**src/design/tea_pkg.sv**
```systemverilog
// Shared types, constants and round function for the TEA block cipher.
`timescale 1ns / 1ps

package tea_pkg;

    // Round count and pipeline depth (two half-round stages per round)
    localparam int ROUNDS = 32;
    localparam int STAGES = 2 * ROUNDS;

    // Golden-ratio sum increment
    localparam logic [31:0] DELTA = 32'h9E3779B9;

    // Key register indexes on the configuration port
    localparam logic [1:0] REG_KEY_0 = 2'd0;
    localparam logic [1:0] REG_KEY_1 = 2'd1;
    localparam logic [1:0] REG_KEY_2 = 2'd2;
    localparam logic [1:0] REG_KEY_3 = 2'd3;

    // Operation codes carried in the mode field
    localparam logic MODE_ENCRYPT = 1'b0;
    localparam logic MODE_DECRYPT = 1'b1;

    // Input block
    typedef struct packed {
        logic        mode;
        logic [31:0] word_left;
        logic [31:0] word_right;
    } tea_in_t;

    // Result block
    typedef struct packed {
        logic [31:0] out_left;
        logic [31:0] out_right;
    } tea_out_t;

    // Block as it travels down the pipeline
    typedef struct packed {
        logic        mode;
        logic [31:0] left;
        logic [31:0] right;
    } tea_stage_t;

    // 128-bit key
    typedef struct packed {
        logic [31:0] k0;
        logic [31:0] k1;
        logic [31:0] k2;
        logic [31:0] k3;
    } tea_key_t;

    // One TEA mixing term, all sums wrap at 32 bits
    function automatic logic [31:0] tea_mix(
        input logic [31:0] x,
        input logic [31:0] sum,
        input logic [31:0] ka,
        input logic [31:0] kb
    );
        logic [31:0] a;
        logic [31:0] b;
        logic [31:0] c;
        a = (x << 4) + ka;
        b = x + sum;
        c = (x >> 5) + kb;
        return a ^ b ^ c;
    endfunction

endpackage

```
**src/design/tea_stage.sv**
```systemverilog
// One half-round pipeline stage: one mixing term added to or taken from one half.
`timescale 1ns / 1ps

module tea_stage (
    input  logic                clk,
    input  logic                rst_n,
    input  logic                en,
    input  logic                phase,
    input  logic [31:0]         sum_enc,
    input  logic [31:0]         sum_dec,
    input  tea_pkg::tea_key_t   key,
    input  logic                valid_in,
    input  tea_pkg::tea_stage_t data_in,
    output logic                valid_out,
    output tea_pkg::tea_stage_t data_out
);

    logic                valid_reg;
    logic                valid_next;
    tea_pkg::tea_stage_t data_reg;
    tea_pkg::tea_stage_t data_next;

    logic        x_is_left;
    logic        decrypt;
    logic [31:0] x;
    logic [31:0] sum;
    logic [31:0] ka;
    logic [31:0] kb;
    logic [31:0] term;
    logic [31:0] target;
    logic [31:0] result;

    // Encrypt: first half-round updates left from right, second right from left.
    // Decrypt runs the other way round and subtracts.
    always_comb
    begin
        decrypt   = (data_in.mode == tea_pkg::MODE_DECRYPT);
        x_is_left = decrypt ^ phase;
        x         = x_is_left ? data_in.left  : data_in.right;
        target    = x_is_left ? data_in.right : data_in.left;
        ka        = x_is_left ? key.k2 : key.k0;
        kb        = x_is_left ? key.k3 : key.k1;
        sum       = decrypt ? sum_dec : sum_enc;
        term      = tea_pkg::tea_mix(x, sum, ka, kb);
        result    = decrypt ? (target - term) : (target + term);

        data_next      = data_in;
        if (x_is_left)
        begin
            data_next.right = result;
        end
        else
        begin
            data_next.left = result;
        end
    end

    // Stage register, advances with the pipeline enable
    always_comb
    begin
        valid_next = en ? valid_in : valid_reg;
    end

    always_ff @(posedge clk or negedge rst_n)
    begin
        if (!rst_n)
        begin
            valid_reg <= 1'b0;
        end
        else
        begin
            valid_reg <= valid_next;
        end
    end

    always_ff @(posedge clk)
    begin
        if (en)
        begin
            data_reg <= data_next;
        end
    end

    assign valid_out = valid_reg;
    assign data_out  = data_reg;

endmodule

```
**config.mk**
```make
export PLATFORM = sky130hd
export DESIGN_NAME = tea_stage
export DESIGN_NICKNAME = d
export VERILOG_FILES = /design/src/design/tea_pkg.sv /design/src/design/tea_stage.sv
export SDC_FILE = /design/constraint.sdc
export NUM_CORES = 1
export LEC_CHECK = 0
export BUFFER_PORTS_ARGS = -buffer_cell sky130_fd_sc_hd__clkbuf_2
export CORE_AREA = 8 8 165 167
export CTS_CLUSTER_DIAMETER = 40
export DETAILED_ROUTE_END_ITERATION = 12
export DIE_AREA = 0 0 173 175
export GPL_TIMING_DRIVEN = 1
export PLACE_DENSITY = 0.77
export SLEW_MARGIN = 40
export SYNTH_ARGS = -nofsm -noshare
export SYNTH_HDL_FRONTEND = slang
export SYNTH_SLANG_ARGS = --single-unit
```
**constraint.sdc**
```tcl
create_clock -name clk -period 1.1 [get_ports clk]
set_clock_uncertainty 0.2 [all_clocks]
set_input_delay 0.22 -clock clk [delete_from_list [all_inputs] [get_ports clk]]
set_output_delay 0.22 -clock clk [all_outputs]
set_load 0.01 [all_outputs]
```
==> results of run 1 <==
-- timing repair --
item	CTS	global route
setup buffers	36	7
endpoints found under the hold margin	2	1
pin swaps	70	44
gates resized for setup	127	68
hold buffers	2	1
cloned	3	0
endpoints found under the setup margin	130	130
-- placed cells by master, fill, tap and decap left out, types with 24 or more instances in the layout --
cell      synthesis  routed
o21ai_1           5      60
edfxtp_1         65      65
xnor2_1         137     116
nand2_1         409     382
mux2_2           31      31
a31oi_1          27      25
inv_1            30      29
buf_4             0     531
a21oi_1         107      90
nor2_1           71      64
xnor2_2           5      24
o21ai_0         108      43
nand2_2           1      26
xor2_1           56      45
ha_1            118     107
clkbuf_2          0     324
a21o_1           60      60
-- layer usage --
metal / vias to the layer above / wire length, um
met1: 7547 / 22100
li1: 7354 / -
met4: 0 / 2920
met2: 1222 / 25200
met5: - / 0
met3: 315 / 6570
-- power by group --
part | switching, mW | internal, mW | total, mW
sequential | 0.337 | 4.88 | 5.22
combinational | 28.5 | 27.4 | 55.9
clock | 1.06 | 1.73 | 2.79
total | 29.9 | 34.0 | 63.9
-- logic make-up (layout without fill, tap and decap cells) --
group / Yosys count / after routing / synth area share
buffers and inverters: 100 / 935 / 0.0335
AND/OR/NAND/NOR: 621 / 621 / 0.224
other: 0 / 3 / 0
adder cells (fa/ha/maj): 124 / 124 / 0.129
flip-flops: 66 / 66 / 0.164
multiplexers: 52 / 52 / 0.0474
XOR/XNOR: 214 / 215 / 0.176
AO/OA/AOI/OAI: 421 / 421 / 0.226
-- worst max-delay path, delay by kind of cell --
| family | cells | cell delay (ps) |
|---|---|---|
| compound gates | 16 | 2570 |
| simple gates | 7 | 1140 |
| xor+xnor | 5 | 1030 |
| buf+inv | 5 | 750 |
| fa+ha+maj | 2 | 680 |
-- stage by stage --
| step | instances | utilization | area, um2 |
|---|---|---|---|
| floorplan | 1598 | - | 12400 |
| global placement | 2700 | 0.731 | 18000 |
| detailed placement | 2700 | 0.731 | 18000 |
| CTS | 2756 | 0.778 | 19200 |
| global route | 2767 | 0.794 | 19600 |
| finish | 2767 | 0.794 | 19600 |
-- layout make-up --
type | instances | area [um2] | share of cell area
repair buffers | 889 | 6180 | 0.315
clock inverters | 6 | 57.6 | 0.00294
clock buffers | 10 | 229 | 0.0117
multi-input cells | 1433 | 10600 | 0.542
inverters | 30 | 115 | 0.00588
well taps | 330 | 413 | 0.0211
diodes | 3 | 7.51 | 0.000383
flip-flops and latches | 66 | 1980 | 0.101
-- flip-flops by register name (all words and copies together) (netlist names) --
| name | flops |
|---|---|
| data_out | 65 |
| valid_out | 1 |
-- how the worst min path moves through the flow --
| stage | cells past startpoint | end | from | slack, ps |
|---|---|---|---|---|
| 3_5_place_dp | 1 | valid_out$_DFFE_PN0P_ | rst_n | -190 |
| 3_3_place_gp | 1 | valid_out$_DFFE_PN0P_ | rst_n | -200 |
| 4_1_cts | 2 | valid_out$_DFFE_PN0P_ | valid_in | -60 |
| 2_1_floorplan | 0 | valid_out$_DFFE_PN0P_ | rst_n | -280 |
| 6_report | 3 | data_out[61]$_DFFE_PP_ | data_in[61] | 4 |
| 5_1_grt | 3 | data_out[61]$_DFFE_PP_ | data_in[61] | 30 |
==> qor.yml, run 1 <==
logic_synthesis:
  synth-seq-cells: 66
  netlist.area_leader.share: 0.162
  yosys.cell_count.top_type: "nand2_1"
  synth_edf_count: 65
  yosys-top-cells-count: "409 x nand2_1, 137 x xnor2_1, 118 x ha_1"
  synth_warnings: 0
  synth-async-reset-ratio: 0.0152
  synth_nets: 1980
  synth_ff_type: "edfxtp_1"
  synth_top_area_cell: "edfxtp_1"
  synth_cell_types: 89
  yosysSeqAreaShare: 0.164
  syn_inst: 1598
  synth_area_leaders: "edfxtp_1 16%, nand2_1 13%, ha_1 12%"
  synth.avg_cell_area_um2: 7.55
  syn_area_mm2: 0.0121
layout:
  nets: 2811
  areaGrowthSynthToFinish_pct: 62.2
  fill_cells: 1612
  drive_above_1_share: 0.459
global_routing:
  grt_pass1_wl_mm: 82.7
  use_met2: 0.544
  gr-usage-met3: 0.0686
  antenna_found_initial: 3
  grtUsageMet1: 0.431
  top_usage_layer: "met2"
  grtUsageTotal: 0.336
  grt_pass1_vias: 15900
  grt.overflow.total: 0
  grt_max_degree: 47
critical_path:
  arrival_ps: 6410
  critPathLaunchType: "input pin"
  path_max_fanout: 5
  timing.rr.start: "valid_out$_DFFE_PN0P_"
  rr_endpoint: "valid_out$_DFFE_PN0P_"
  regToRegSetupSlack_ps: 140
  crit_path_end_kind: "register"
  crit_start: "phase"
  path_class: "in2reg"
  cp_slowest_stage_delay_ps: 350
  cpMaxStageDelayCell: "fa_2"
  crit_path_end: "data_out[31]$_DFFE_PP_"
  r2r_cells: 1
  required_ps: 980
  cp_common_cell: "a21o_1"
die:
  core_area_mm2: 0.0247
  dieArea_mm2: 0.0303
  start_util: 0.489
  die_h_um: 175
  ioPinCount: 328
  fp.dieW_um: 173
  num_rows: 58
routing:
  vias: 16400
  routedWlPerCell_um: 20.5
  dr.pass1.iters: 8
  dr.first_iter.drc_count: 2240
  wl_mm: 56.8
  ant_nets: 0
  drcViolationCount: 0
  vias_per_cell: 5.94
timing:
  hold_viol: 0
  post-route-period-util: 5.93
  hold_slack_ps: 3.67
  drv_slew: 0
  setup_viol: 130
  maxSlewHeadroom: 0.592
  fin_setup_tns_ps: -287310
  fin_crit_ps: 6520
  setup_slack_ps: -5420
  worstMarginPinSlew_ps: 613
  rsz0062_at_grt: "true"
  timing.fmax_mhz: 153
clock_tree:
  cts.htree.levels: 3
  cts_buffers: 9
  cts.sinks: 66
  worstSkewPairLatency_ps: 350
  root_buffer: "clkbuf_16"
  cts_buffer_depth: 2
  clk_pin_slew_ps: 60
  cts_tree: "built"
outcome:
  violations: "setup timing"
  status: "finished with violations"
power:
  power.total_mw: 63.9
  power.density_cell_area_mw_per_mm2: 3260
  ir_drop_uv: 2070
  p_leak_nw: 10.1
worst_hold_path:
  min_path_type: "in2reg"
placement:
  dpl_worst_slack_ps: -5700
  port_buffers: 327
  gp_congestion: 0.991
  dp_hpwl_mm: 42.6
flow_run:
  drv_cap: 0
No activity file was read; power rests on OpenSTA's default activity.
==> inputs of run 2 (changes only) <==
clock period = 8.18 ns   (was 1.1 ns; I/O delays follow)
==> run 2 against run 1 <==
Against the previous run: the flow now finishes without violations; critical endpoint is now data_out[63]$_DFFE_PP_; hold slack improved by 310 ps; sequential share of layout area grew 2.4 points; first-iteration DRC count fell by 45%.
==> qor.yml, run 2 (synthesis gave the netlist of run 1 again) <==
clock_tree:
  cts_buffers: 9  # unchanged
  worstSkewPairLatency_ps: 330  # was 350 ps
  cts_tree: "built"  # unchanged
  cts.sinks: 66  # unchanged
  cts_buffer_depth: 2  # unchanged
  clk_pin_slew_ps: 60  # about the same
  cts.htree.levels: 3  # unchanged
  root_buffer: "clkbuf_16"  # unchanged
layout:
  drive_above_1_share: 0.302  # was 0.459
  fill_cells: 2205  # was 1612
  nets: 2428  # was 2811
  final_common_cell: "nand2_1"  # was buf_4
  seqCellArea_mm2: 0.00198  # unchanged
  multi_input_area_mm2: 0.00986  # was 0.0106 mm2
  areaGrowthSynthToFinish_pct: 31.0  # was 62.2%
  largest_reg_flops: 65  # unchanged
  mostFrequentLayoutCells: "399 x nand2_1, 325 x clkbuf_2, 168 x buf_4, 135 x xnor2_1, 116 x ha_1"  # was 531 x buf_4, 382 x nand2_1, 324 x clkbuf_2, 116 x xnor2_1, 107 x ha_1
  fin_area_mm2: 0.0158  # was 0.0196 mm2
timing:
  fin_crit_ps: 7900
  worstMarginPinSlew_ps: 792  # was 613 ps
  hold_viol: 0  # unchanged
  drv_slew: 0  # unchanged
  hold_slack_ps: 309  # was 3.67 ps
  setup_viol: 0  # was 130
  maxSlewHeadroom: 0.472  # was 0.592
  post-route-period-util: 0.966
  timing.fmax_mhz: 127
  fin_setup_tns_ps: 0  # was -287310 ps
placement:
  port_buffers: 327  # unchanged
  gp_congestion: 1.00  # was 0.991
  dpl_cell_area_mm2: 0.0152  # was 0.0180 mm2
  dp_hpwl_mm: 37.6  # was 42.6 mm
routing:
  vias: 13400  # was 16400
  routedWlPerCell_um: 18.4  # was 20.5 um
  dr.pass1.iters: 7  # was 8
  ant_nets: 0  # unchanged
  wl_mm: 43.8  # was 56.8 mm
  dr.first_iter.drc_count: 1238  # was 2240
  drcViolationCount: 0  # unchanged
  vias_per_cell: 5.63  # was 5.94
critical_path:
  path_max_fanout: 8  # was 5
  cp_slowest_stage_delay_ps: 460  # was 350 ps
  critPathLaunchType: "input pin"  # unchanged
  required_ps: 8050  # was 980 ps
  crit_path_end_kind: "register"  # unchanged
  cp_common_cell: "a21o_1"  # unchanged
  path_class: "in2reg"  # unchanged
  cpMaxStageDelayCell: "xnor3_1"  # was fa_2
  arrival_ps: 7780  # was 6410 ps
die:
  core_area_mm2: 0.0247  # unchanged
  die_h_um: 175  # unchanged
  dieArea_mm2: 0.0303  # unchanged
  ioPinCount: 328  # unchanged
  num_rows: 58  # unchanged
  start_util: 0.489  # unchanged
  fp.dieW_um: 173  # unchanged
global_routing:
  grt_max_degree: 71  # was 47
  grt_pass1_vias: 12800  # was 15900
  antenna_found_initial: 4  # was 3
  grt_pass1_wl_mm: 67.2  # was 82.7 mm
  grt.overflow.total: 0  # unchanged
  grtUsageTotal: 0.272  # was 0.336
power:
  ir_drop_uv: 244  # was 2070 uV
  p_leak_nw: 7.99  # was 10.1 nW
  power.density_cell_area_mw_per_mm2: 393  # was 3260 mW/mm2
worst_hold_path:
  min_path_type: "reg2reg"  # was in2reg
outcome:
  status: "finished, final reports clean"  # was finished with violations
flow_run:
  drv_cap: 0  # unchanged
## run 2: cell count changes in the layout (fill, tap and decap cells not counted), sizes merged
cell,before,now
buf,560,179
clkinvlp,2,1
diode,3,4
clkinv,3,4
bufbuf,1,0
bufinv,1,2
xnor2,143,144
dlygate4sd3,3,0
## run 2: final cells by class
type                            instances  share of cell area
Inverter                               30             0.00712
Timing Repair Buffer                  505               0.197
Tap cell                              330              0.0261
Antenna cell                            4            0.000633
Clock buffer                            9              0.0142
Clock inverter                          7             0.00593
Multi-Input combinational cell       1434               0.624
Sequential cell                        66               0.125
## run 2: repair_timing
action	CTS	global route
buffers inserted	0	11
hold buffers	0	0
resized for setup	0	37
setup endpoints to repair	0	14
## run 2: metal layers
layer,up-vias,global-route usage,part of all wire
met5,-,0,0
met4,0,0.0830,0.022
met3,61,0.0516,0.091
met2,569,0.418,0.44
met1,6175,0.379,0.45
li1,6612,-,-
## run 2: path summary, 6_finish.rpt
check,from,to,slack (ps),cells past startpoint
worst max register to register,valid_out$_DFFE_PN0P_,valid_out$_DFFE_PN0P_,7240,1
worst min register to register,valid_out$_DFFE_PN0P_,valid_out$_DFFE_PN0P_,310,1
min in group asynchronous,rst_n,valid_out$_DFFE_PN0P_,870,1
worst min-delay path,valid_out$_DFFE_PN0P_,valid_out$_DFFE_PN0P_,310,1
worst max-delay path,phase,data_out[63]$_DFFE_PP_,280,32
max in group asynchronous,rst_n,valid_out$_DFFE_PN0P_,6820,1
## run 2: report_power, final
part | leakage [nW] | switching, mW | total, mW | internal [mW]
Combinational | 7.19 | 2.72 | 5.11 | 2.39
Sequential | 0.646 | 0.0449 | 0.702 | 0.657
Clock | 0.153 | 0.143 | 0.409 | 0.266
Total | 7.99 | 2.91 | 6.22 | 3.31
## run 2: critical path, delay by kind of cell
kind | cells | cell delay, ps
simple gates | 8 | 1390
compound gates | 13 | 2160
xor+xnor | 6 | 1570
fa+ha+maj | 2 | 550
buf+inv | 3 | 450
## run 2: through the flow
stage | power, mW | cells | setup slack (ps) | utilization
global placement | 5.53 | 2351 | -65.5 | 0.616
CTS | 6.09 | 2367 | 64.2 | 0.629
floorplan | 3.94 | 1598 | 1.55 | -
detailed placement | 5.64 | 2351 | -262 | 0.616
finish | 6.22 | 2385 | 280 | 0.641
global route | 6.71 | 2385 | -7.90 | 0.641
