`config.mk`:
```
export PLATFORM = sky130hd
export DESIGN_NAME = tea_key_regs
export DESIGN_NICKNAME = d
export VERILOG_FILES = /design/src/design/tea_pkg.sv /design/src/design/tea_key_regs.sv
export SDC_FILE = /design/constraint.sdc
export NUM_CORES = 1
export LEC_CHECK = 0
export ABC_AREA = 1
export BUFFER_PORTS_ARGS = -buffer_cell sky130_fd_sc_hd__clkbuf_2
export CORE_UTILIZATION = 51
export DETAILED_ROUTE_END_ITERATION = 7
export PLACE_DENSITY = 0.91
export SLEW_MARGIN = 40
export SYNTH_ARGS = -nofsm -noshare
export SYNTH_HDL_FRONTEND = slang
export SYNTH_SLANG_ARGS = --single-unit
```
`constraint.sdc`:
```
create_clock -name clk -period 0.8 [get_ports clk]
set_clock_uncertainty 0.2 [all_clocks]
set_input_delay 0 -clock clk [delete_from_list [all_inputs] [get_ports clk]]
set_output_delay 0 -clock clk [all_outputs]
set_load 0.05 [all_outputs]
```
`src/design/tea_pkg.sv`:
```
// Shared types, constants and round function for the TEA block cipher.
`timescale 1ns / 1ps

package tea_pkg;

    // Round count and pipeline depth (two half-round stages per round)
    localparam int ROUNDS = 32;
    localparam int STAGES = 2 * ROUNDS;

    // Golden-ratio sum increment
    localparam logic [31:0] DELTA = 32'h9E3779B9;

    // Key register indexes on the configuration port
    localparam logic [1:0] REG_KEY_0 = 2'd0;
    localparam logic [1:0] REG_KEY_1 = 2'd1;
    localparam logic [1:0] REG_KEY_2 = 2'd2;
    localparam logic [1:0] REG_KEY_3 = 2'd3;

    // Operation codes carried in the mode field
    localparam logic MODE_ENCRYPT = 1'b0;
    localparam logic MODE_DECRYPT = 1'b1;

    // Input block
    typedef struct packed {
        logic        mode;
        logic [31:0] word_left;
        logic [31:0] word_right;
    } tea_in_t;

    // Result block
    typedef struct packed {
        logic [31:0] out_left;
        logic [31:0] out_right;
    } tea_out_t;

    // Block as it travels down the pipeline
    typedef struct packed {
        logic        mode;
        logic [31:0] left;
        logic [31:0] right;
    } tea_stage_t;

    // 128-bit key
    typedef struct packed {
        logic [31:0] k0;
        logic [31:0] k1;
        logic [31:0] k2;
        logic [31:0] k3;
    } tea_key_t;

    // One TEA mixing term, all sums wrap at 32 bits
    function automatic logic [31:0] tea_mix(
        input logic [31:0] x,
        input logic [31:0] sum,
        input logic [31:0] ka,
        input logic [31:0] kb
    );
        logic [31:0] a;
        logic [31:0] b;
        logic [31:0] c;
        a = (x << 4) + ka;
        b = x + sum;
        c = (x >> 5) + kb;
        return a ^ b ^ c;
    endfunction

endpackage

```
`src/design/tea_key_regs.sv`:
```
// Key register bank written through the configuration port.
`timescale 1ns / 1ps

module tea_key_regs (
    input  logic              clk,
    input  logic              rst_n,
    input  logic              cfg_we,
    input  logic [1:0]        cfg_index,
    input  logic [31:0]       cfg_data,
    output tea_pkg::tea_key_t key
);

    tea_pkg::tea_key_t key_reg;
    tea_pkg::tea_key_t key_next;

    // Register decode
    always_comb
    begin
        key_next = key_reg;
        if (cfg_we)
        begin
            unique case (cfg_index)
                tea_pkg::REG_KEY_0: key_next.k0 = cfg_data;
                tea_pkg::REG_KEY_1: key_next.k1 = cfg_data;
                tea_pkg::REG_KEY_2: key_next.k2 = cfg_data;
                tea_pkg::REG_KEY_3: key_next.k3 = cfg_data;
                default:            key_next = key_reg;
            endcase
        end
    end

    always_ff @(posedge clk or negedge rst_n)
    begin
        if (!rst_n)
        begin
            key_reg <= '0;
        end
        else
        begin
            key_reg <= key_next;
        end
    end

    assign key = key_reg;

endmodule

```
==> summary.md, run 1 <==
| Metric | Value |
|---|---|
| Die Span Y | 103 um |
| # clock sinks | 128 |
| Initial Util | 52.8% |
| Syn_area_per_cell | 9.12 sq um |
| Worst endpoint type | output port |
| Cts bufs inserted | 17 |
| Die width | 103 um |
| Seq/Total Area, Yosys | 61.7% |
| Worst setup endpoint GRT | key[60] |
| Warnings, synthesis | 0 |
| Post-Syn Instances | 569 |
| Top Ports | 165 |
| Post-Syn Area | 0.00519 sq mm |
| CTS Buffer Depth | 2 |
| Syn Nets | 606 |
| Clk root buf | clkbuf_8 |
| Top cells by area, synth | dfrtp_1 (62%), nand2_1 (19%), nand4_1 (12%) |
| Log Error | [ERROR DPL-0038] Utilization greater than 100%, impossible to legalize |
| Std cell rows | 36 |
| HPWL after DPL | 10.6 mm |
| Cell taking the most area after synthesis | dfrtp_1 |
| Port buffer count | 164 |
| Synth cell types | 9 |
| Pin count of the biggest net entering global routing | 54 |
| Register bit total from synthesis | 128 |
| Stop stage | global routing (5_1_grt) |
| Post-synth top area share | 61.7% |
| Status | aborted with a tool error |
| CTS HTree Levels | 4 |
| Gp weighted congestion | 0.902 |
[through the flow]
step	area (sq um)	setup slack, ns	hold slack [ns]	TNS, ns	cells
floorplan	5350	-0.155	-0.496	-17.65	569
detailed placement	6470	-0.294	-0.285	-33.22	851
CTS	8990	-0.540	-0.834	-71.86	934
global placement	6470	-0.249	-0.282	-28.50	851
[kinds of logic after synthesis]
logic type | Yosys count | synth area share (%)
and+or+nand+nor | 389 | 33.7
DFF | 128 | 61.7
buffers and inverters | 52 | 4.61
[synth_stat cells, drive strengths merged]
cell type    n
dfrtp      128
nand3       35
nand2      257
nor2         1
inv          2
nand4       96
clkbuf      16
buf         34
[repair_timing]
| item | CTS |
|---|---|
| resized for setup | 310 |
| pin swaps | 5 |
| setup endpoints to repair | 253 |
| hold endpoints to repair | 256 |
| hold buffers | 35 |
| setup buffers | 16 |
==> inputs of run 2 (changes only) <==
- CORE_UTILIZATION: 51 -> 40
- PLACE_DENSITY: 0.91 -> unset
- PLACE_DENSITY_LB_ADDON: unset -> 0.15
==> summary.md, run 2 <==
| Metric | Value |
|---|---|
| Status | complete, but fails checks |
| Synth top cells by count | nand2_1 (257), dfrtp_1 (128), nand4_1 (96), nand3_1 (35), buf_2 (34) |
| Buffers & Inverters on Critical Path | 1 |
| Failing checks | hold timing, setup timing |
| Worst Path Max Fanout | 2 |
| PnR worst setup slack | -0.413 ns |
| Finished Layout Cells | 963 |
| Cts bufs inserted | 17 (unchanged) |
| Pin count of the biggest net entering global routing | 65 |
| CTS tree | built |
| Vias in the first global route | 4,933 |
| Area of the multi-input gates | 0.00189 sq mm |
| Most crowded layer after global routing | met2 |
| Worst skew pair latency | 0.41 ns |
| Area delta synth->final | 74.6% |
| Most common cell after layout, fill and taps aside | nand2_1 |
| Die area | 0.0134 sq mm |
| Worst hold-check path type | primary input to async pin |
| Clk root buf | clkbuf_16 |
| Largest register FFs | 128 |
| Critical Setup Path Class | flip-flop to output port |
| Std cell rows | 41 (+14%) |
| Slew headroom | 70.8% |
| Die width | 116 um (+13%) |
| Slowest Stage Delay on Critical Path | 0.44 ns |
| Gr ovfl total | 0 |
| Port buffer count | 164 (unchanged) |
| Core ar. | 0.0126 sq mm |
| Most frequent cells in the layout | nand2_1 (201), dfrtp_2 (128), buf_8 (126) |
| Synth cell types | 9 (unchanged) |
| Startpoint Class | flip-flop |
| CTS HTree Levels | 4 (unchanged) |
| CP required | 0.60 ns |
| Max-cap violations | 0 |
| Max-slew violation count | 0 |
| Die Span Y | 116 um (+13%) |
| HPWL after DPL | 10.4 mm (-1.8%) |
| Util after Layout | 71.8% |
| Cell taking the most area after synthesis | dfrtp_1 |
| Filler cells | 885 |
| Crit. End Element | output port |
| Worst hold margin | -0.143 ns |
| Final Setup Violations | 381 |
| Total track usage | 26.1% |
| Synth Flop Type | dfrtp_1 |
| Net Switching | 9.60 mW |
| GR Util met2 | 42.6% |
| Unrepaired setup endpoints after global routing | true |
| Int Power | 17.2 mW |
| Setup WS pre-CTS | -0.311 ns (-0.0174 ns) |
| Post-Syn Area | 0.00519 sq mm (unchanged) |
| Register bit total from synthesis | 128 (unchanged) |
| Gate power share | 34.6% |
| Top cells by area, synth | dfrtp_1 (62%), nand2_1 (19%), nand4_1 (12%) |
| Leak Pwr | 4.35 nW |
| Clk pwr share | 32.3% |
| Tmin final | 1.21 ns |
| CP top delay family | flip-flops |
| Post-Route WL | 17.5 mm |
| Crit path cell chain | buf_8 |
| Final Cycle Share | 152% |
| Layout cell share with drive strength beyond 1 | 53.5% |
| PD cells | 2950 mW/mm^2 |
| Routed Antenna Nets | 0 |
| Post-synth EDFFs | 0 (unchanged) |
| Post-synth top area share | 61.7% (unchanged) |
| DRC marker count from the first detailed-route iteration | 353 |
| Seq/Total Area, Yosys | 61.7% (unchanged) |
| Top Ports | 165 (unchanged) |
| Nets | 815 |
| F_max | 825 MHz |
| PnR Total Power | 26.7 mW |
| First-pass GRT wire length | 26.4 mm |
| Syn Nets | 606 (unchanged) |
| CTS Buffer Depth | 2 (unchanged) |
| Worst Max-Slew Pin Slew | 0.437 ns |
| Initial Util | 41.1% (-12 points) |
| Sequential power share | 33.1% |
| DRC Markers | 0 |
| Warnings, synthesis | 0 (unchanged) |
| Worst EP arrival | 1.01 ns |
| Peak VDD IR | 1.39 mV |
| Gp weighted congestion | 0.799 (-11%) |
| Worst-path clk slew | 0.07 ns |
| Via count | 5,027 |
| CP max stage cell | dfrtp_2 |
| Drt pass-1 iters | 5 |
| Initial antenna violation count | 0 |
| WL/cell | 18.2 um |
| Ant diodes | 0 |
| Final hold vios | 130 |
| Syn_area_per_cell | 9.12 sq um (unchanged) |
| Post-Syn Instances | 569 (unchanged) |
| GRT met1 Usage | 34.5% |
| Post-synth ARST share | 100% (unchanged) |
| Setup TNS | -68.79 ns |
| Reg area | 0.00336 sq mm |
| Vias per cell | 5.22 |
| Placed cells | 885 (+4.0%) |
| Met3 usage | 6.75% |
| Switching share of power | 35.9% |
| # clock sinks | 128 (unchanged) |
| Count leader, synth | nand2_1 |
## run 2: cell counts after synthesis
Identical to the previous run, type by type.
## run 2: final timing paths
check / start / end / slack [ns] / cells after the start
worst min-delay path: rst_n / key[85] / -0.14 / 2
max in group asynchronous: rst_n / key[37] / -0.15 / 3
worst max-delay path: key[40] / key[40] / -0.41 / 1
worst max register to register: key[85] / key[85] / -0.25 / 4
worst min register to register: key[63] / key[63] / 0.30 / 2
min in group clk: cfg_we / key[111] / -0.08 / 4
## run 2: cells by family (layout without fill, tap and decap cells)
| group | Yosys count | after routing | share of synthesized area, % |
|---|---|---|---|
| buffers and inverters | 52 | 274 | 4.61 |
| and+or+nand+nor | 389 | 389 | 33.7 |
| DFF | 128 | 128 | 61.7 |
## run 2: metrics by stage
step                area (sq um)  hold WS (ns)
finish                      9060        -0.143
floorplan                   5350        -0.496
detailed placement          6470        -0.379
global route                9060        -0.148
global placement            6470        -0.380
CTS                         8630        -0.183
## run 2: timing repair
action                                 4_1_cts  5_1_grt
pin swaps                                    2        7
endpoints found under the hold margin      256      256
buffers inserted                             2       10
hold buffers                                33        1
gates resized for setup                    262      191
setup endpoints to repair                  256      381
gates cloned                                 0        1
## run 2: layer usage
layer  up-vias  part of all wire (%)
li1       2325                     -
met1      2493                    42
met2       200                    51
met3         9                   6.5
met4         0                  0.63
met5         -                     0
## run 2: power groups by stage
stage                     clock network [mW]  registers (mW)  logic, mW
final                                   8.64            8.85       9.26
after global routing                    9.03            8.96       9.69
after CTS                               8.71            8.51       8.45
after detailed placement                   0            8.44       6.63
after global placement                     0            8.40       6.55
after floorplan                            0            12.0       1.07
## run 2: cell type report
class,count,share of cell area [%]
multi-input combinational,389,20.9
inverter,2,0.0829
tap,172,2.38
clock inverter,12,2.27
sequential,128,37.1
clock buffer,20,5.04
timing repair buffer,240,32.2
No activity file was read; power rests on OpenSTA's default activity.
==> inputs of run 3 (changes only) <==
- CORE_UTILIZATION: 40 -> 49
- TNS_END_PERCENT: unset -> 1
==> summary.md, run 3 (synthesis gave the netlist of run 2 again) <==
| Metric | Value |
|---|---|
| Buffers & Inverters on Critical Path | 1 (unchanged) |
| Placed cells | 853 (-3.6%) |
| Std cell rows | 37 (-9.8%) |
| Crit. End Element | output port |
| Layout cell share with drive strength beyond 1 | 36.0% (-17 points) |
| Hold_buf cts | 33 (unchanged) |
| HPWL after DPL | 10.5 mm (+0.89%) |
| Most common cell after layout, fill and taps aside | nand2_1 |
| Vias in the first global route | 5,290 (+7.2%) |
| Unrepaired setup endpoints after global routing | true |
| Drt pass-1 iters | 5 (unchanged) |
| Slew headroom | 78.4% (+7.6 points) |
| # clock sinks | 128 (unchanged) |
| Max-slew violation count | 0 (unchanged) |
| CTS tree | built |
| First-pass GRT wire length | 28.1 mm (+6.5%) |
| CP required | 0.60 ns (about the same) |
| Die Span Y | 105 um (-9.5%) |
| Largest register FFs | 128 (unchanged) |
| Vias per cell | 5.69 (+9.1%) |
| Ant diodes | 0 (unchanged) |
| PD cells | 3020 mW/mm^2 (+2.4%) |
| CTS Buffer Depth | 2 (unchanged) |
| WL/cell | 19.1 um (+5.1%) |
| Status | complete, but fails checks |
| Routed Antenna Nets | 0 (unchanged) |
| Worst EP arrival | 1.11 ns (+0.10 ns) |
| Final Cycle Share | 164% (+12 points) |
| Worst-path clk slew | 0.06 ns (about the same) |
| CP top delay family | flip-flops |
| Worst Path Max Fanout | 2 (unchanged) |
| Final hold vios | 256 (+97%) |
| Leak Pwr | 4.44 nW (+2.1%) |
| Worst Max-Slew Pin Slew | 0.325 ns (-0.112 ns) |
| Crit path cell chain | buf_12 |
| Initial Util | 50.5% (+9.4 points) |
| Clk root buf | clkbuf_8 |
| CTS HTree Levels | 4 (unchanged) |
| Via count | 5,232 (+4.1%) |
| Failing checks | hold timing, setup timing |
| Peak VDD IR | 1.83 mV (+32%) |
| F_max | 762 MHz (-7.5%) |
| Core ar. | 0.0103 sq mm (-19%) |
| Worst skew pair latency | 0.50 ns (+0.09 ns) |
| Tmin final | 1.31 ns (+0.0989 ns) |
| Area delta synth->final | 69.6% |
| Nets | 807 (-0.98%) |
| DRC Markers | 0 (unchanged) |
| Gr ovfl total | 0 (unchanged) |
| Final Setup Violations | 246 (-35%) |
| Slowest Stage Delay on Critical Path | 0.43 ns (about the same) |
| Fin area | 0.00880 sq mm (-2.8%) |
| Initial antenna violation count | 0 (unchanged) |
| Finished Layout Cells | 919 (-4.6%) |
| PnR worst setup slack | -0.512 ns (-0.0989 ns) |
| Die width | 105 um (-9.5%) |
| Worst hold margin | -0.198 ns (-0.0552 ns) |
| Top Ports | 165 (unchanged) |
| Reg2Reg Setup Slack | -0.15 ns (+0.10 ns) |
| Worst hold-check path type | primary input to flip-flop |
| Port buffer count | 164 (unchanged) |
| Most frequent cells in the layout | nand2_1 (241), nand4_1 (96), dfrtp_1 (94) |
| Startpoint Class | flip-flop |
| Die area | 0.0110 sq mm (-18%) |
| Cts bufs inserted | 17 (unchanged) |
| CP max stage cell | dfrtp_1 |
| Critical Setup Path Class | flip-flop to output port |
| Post-Route WL | 17.6 mm (+0.29%) |
| Pin count of the biggest net entering global routing | 51 (-22%) |
| Total track usage | 33.3% (+7.3 points) |
| Gp weighted congestion | 0.804 (+0.61%) |
| Filler cells | 475 (-46%) |
| Max-cap violations | 0 (unchanged) |
| Placed inst area | 0.00697 sq mm (+7.8%) |
| DRC marker count from the first detailed-route iteration | 324 (-8.2%) |
==> run 3: changes by cell type in the layout (fill, tap and decap cells not counted), moves of 4 or more <==
cell,previous run,this run
buf_6,12,0
nand2_1,201,241
buf_4,26,32
clkbuf_8,2,66
buf_8,126,22
dfrtp_2,128,34
dfrtp_1,0,94
nand2_2,55,16
buf_12,6,49
clkbuf_16,20,16
==> run 3: through the flow <==
step / power [mW] / worst slack (ns) / setup TNS (ns) / utilization, % / hold WS [ns]
floorplan: 13.0 / -0.232 / -27.21 / - / -0.496
global placement: 16.1 / -0.242 / -29.02 / 67.8 / -0.158
detailed placement: 16.3 / -0.286 / -34.46 / 67.8 / -0.159
CTS: 26.4 / -0.532 / -67.43 / 85.0 / -0.219
global route: 27.4 / -0.532 / -73.45 / 85.6 / -0.186
finish: 26.6 / -0.512 / -66.72 / 85.6 / -0.198
==> run 3: final timing paths <==
| path | startpoint | depth (start not counted) | end |
|---|---|---|---|
| worst max-delay path | key[32] | 1 | key[32] |
| worst min-delay path | cfg_we | 4 | key[111] |
| worst max register to register | key[75] | 2 | key[75] |
| worst min register to register | key[54] | 2 | key[54] |
| max in group asynchronous | rst_n | 3 | key[100] |
| min in group asynchronous | rst_n | 3 | key[59] |
==> run 3: cell type report <==
class	count	area, sq um	share of cell area [%]
Clock buffer	20	455	5.18
Clock inverter	12	229	2.60
Inverter	2	7.51	0.0853
Multi-Input combinational cell	389	1790	20.3
Sequential cell	128	3250	36.9
Tap cell	136	170	1.93
Timing Repair Buffer	232	2910	33.0
==> run 3: routing by layer <==
layer / vias to the layer above / part of all wire (%) / global-route usage [%]
met3: 41 / 7.0 / 6.55
met2: 297 / 53 / 56.1
met4: 0 / 2.7 / 14.0
met1: 2583 / 37 / 42.2
met5: - / 0 / 0
li1: 2311 / - / -
==> run 3: timing repair <==
action	CTS	global route
buffers inserted	1	0
pin swaps	121	24
endpoints found under the setup margin	239	256
resized for setup	168	39
endpoints found under the hold margin	256	256
==> run 3: power by group <==
group	internal (mW)	switching, mW
clock network	5.96	2.89
registers	7.57	1.01
logic	3.63	5.54
total	17.2	9.45
==> run 3: worst reg2reg max path, stage by stage (launching register included) <==
cell and delay, ns:
dfrtp_1 0.43, nand2_1 0.13, nand2_1 0.08
==> inputs of run 4 (changes only) <==
- CELL_PAD_IN_SITES_DETAIL_PLACEMENT: unset -> 1
- CELL_PAD_IN_SITES_GLOBAL_PLACEMENT: unset -> 1
- CORE_UTILIZATION: 49 -> 34
- TNS_END_PERCENT: 1 -> 20
- clock period: 0.8 -> 1.05 ns (I/O delays scaled with it)
==> summary.md, run 4 (synthesis gave the netlist of run 2 again) <==
| Metric | Value |
|---|---|
| CTS Buffer Depth | 2 (unchanged) |
| WL/cell | 20.0 um (+4.9%) |
| # clock sinks | 128 (unchanged) |
| Critical Setup Path Class | flip-flop to output port |
| CTS tree | built |
| Die area | 0.0158 sq mm (+43%) |
| Largest register FFs | 128 (unchanged) |
| Die width | 126 um (+20%) |
| DRC Markers | 13 (+13) |
| Layout cell share with drive strength beyond 1 | 30.4% (-5.6 points) |
| Failing checks | DRC, hold timing, setup timing |
| Vias per cell | 5.27 (-7.5%) |
| Vias in the first global route | 5,590 (+5.7%) |
| Pin count of the biggest net entering global routing | 61 (+20%) |
| Peak VDD IR | 1.07 mV (-42%) |
| Port buffer count | 164 (unchanged) |
| Worst Max-Slew Pin Slew | 0.360 ns (+0.0350 ns) |
| Cts bufs inserted | 17 (unchanged) |
| Most common cell after layout, fill and taps aside | nand2_1 |
| Gp weighted congestion | 0.761 (-5.4%) |
| Drt pass-1 iters | 8 (+3) |
| Clk root buf | clkbuf_16 |
| Final Setup Violations | 129 (-48%) |
| Met3 usage | 6.85% (+0.30 points) |
| Most frequent cells in the layout | nand2_1 (257), dfrtp_1 (128), buf_8 (128) |
| DRC marker count from the first detailed-route iteration | 317 (-2.2%) |
| Nets | 819 (+1.5%) |
| Slew headroom | 76.0% (-2.3 points) |
| Final hold vios | 136 (-47%) |
| Slowest Stage Delay on Critical Path | 0.43 ns (about the same) |
| Max-slew violation count | 0 (unchanged) |
| Via count | 5,144 (-1.7%) |
| Ant diodes | 0 (unchanged) |
| Initial antenna violation count | 0 (unchanged) |
| CP max stage cell | dfrtp_1 |
| Routed Antenna Nets | 0 (unchanged) |
| First-pass GRT wire length | 30.8 mm (+9.7%) |
| Area delta synth->final | 67.9% |
| CTS HTree Levels | 4 (unchanged) |
| Crit path cell chain | buf_8 |
| Total track usage | 25.7% (-7.7 points) |
| Startpoint Class | flip-flop |
| Post-Route WL | 19.6 mm (+11%) |
| Crit. End Element | output port |
| CP top delay family | flip-flops |
| Worst EP arrival | 1.03 ns (-0.08 ns) |
| Filler cells | 1,576 (+230%) |
| Final Cycle Share | 117% |
| GR Util met2 | 44.1% (-12 points) |
| Unrepaired setup endpoints after global routing | true |
| Die Span Y | 126 um (+20%) |
| Worst hold-check path type | primary input to async pin |
| Util after Layout | 59.3% (-26 points) |
| Worst skew pair latency | 0.42 ns (-0.08 ns) |
| Worst Path Max Fanout | 2 (unchanged) |
| Top Ports | 165 (unchanged) |
| Initial Util | 35.3% (-15 points) |
| CP required | 0.85 ns (+0.25 ns) |
| Buffers & Inverters on Critical Path | 1 (unchanged) |
| Max-cap violations | 0 (unchanged) |
| Worst hold margin | -0.181 ns (+0.0173 ns) |
| Gr ovfl total | 0 (unchanged) |
| Tmin final | 1.23 ns |
| GRT met1 Usage | 31.1% (-11 points) |
| Status | complete, but fails checks |
| Leak Pwr | 4.48 nW (+0.83%) |
| PD cells | 2230 mW/mm^2 (-26%) |
| PnR worst setup slack | -0.181 ns (+0.331 ns) |
| Std cell rows | 44 (+19%) |
| Hold_buf cts | 36 (+9.1%) |
| Core ar. | 0.0147 sq mm (+43%) |
| Worst-path clk slew | 0.06 ns (about the same) |
| F_max | 812 MHz |
| HPWL after DPL | 12.1 mm (+15%) |
| Most crowded layer after global routing | met2 |
run 4: area by class of cell:
type | instances | area [sq um] | share of cell area [%]
Sequential cell | 128 | 3200 | 36.8
Timing Repair Buffer | 244 | 2930 | 33.6
Multi-Input combinational cell | 389 | 1760 | 20.2
Clock buffer | 26 | 539 | 6.19
Tap cell | 184 | 230 | 2.64
Clock inverter | 4 | 47.5 | 0.546
Inverter | 2 | 7.51 | 0.0862
run 4: per-stage QoR:
| step | instances | total power, mW | TNS, ns | instance area [sq um] | worst slack, ns |
|---|---|---|---|---|---|
| floorplan | 569 | 9.87 | 0 | 5190 | 0.0140 |
| global placement | 896 | 11.4 | -1.19 | 6370 | -0.0429 |
| detailed placement | 896 | 11.5 | -7.27 | 6370 | -0.156 |
| CTS | 968 | 18.8 | -22.04 | 8480 | -0.207 |
| global route | 977 | 20.1 | -21.22 | 8710 | -0.208 |
| finish | 977 | 19.4 | -17.37 | 8710 | -0.181 |
run 4: power breakdown:
group / switching (mW) / internal [mW]
Clock: 2.10 / 3.73
Sequential: 0.817 / 5.73
Combinational: 4.27 / 2.79
Total: 7.18 / 12.2
run 4: per-layer routing:
metal	routed length (um)	up-vias
met4	361	0
met3	1030	30
met1	8100	2623
met2	10100	152
li1	-	2339
met5	0	-
run 4: timing repair:
| action | in CTS | in global routing |
|---|---|---|
| endpoints found under the setup margin | 128 | 157 |
| resized for setup | 256 | 129 |
| pin swaps | 0 | 0 |
| setup buffers | 6 | 11 |
| endpoints found under the hold margin | 256 | 116 |
run 4: path summary, 6_finish.rpt:
path / end / depth (start not counted) / start / slack, ns
setup / recovery: key[111] / 1 / key[111] / -0.18
hold / removal: key[86] / 2 / rst_n / -0.18
setup reg to reg: key[57] / 4 / key[57] / -0.04
hold reg to reg: key[89] / 2 / key[89] / 0.31
max in group asynchronous: key[107] / 3 / rst_n / 0.36
min in group clk: key[56] / 4 / cfg_we / -0.11
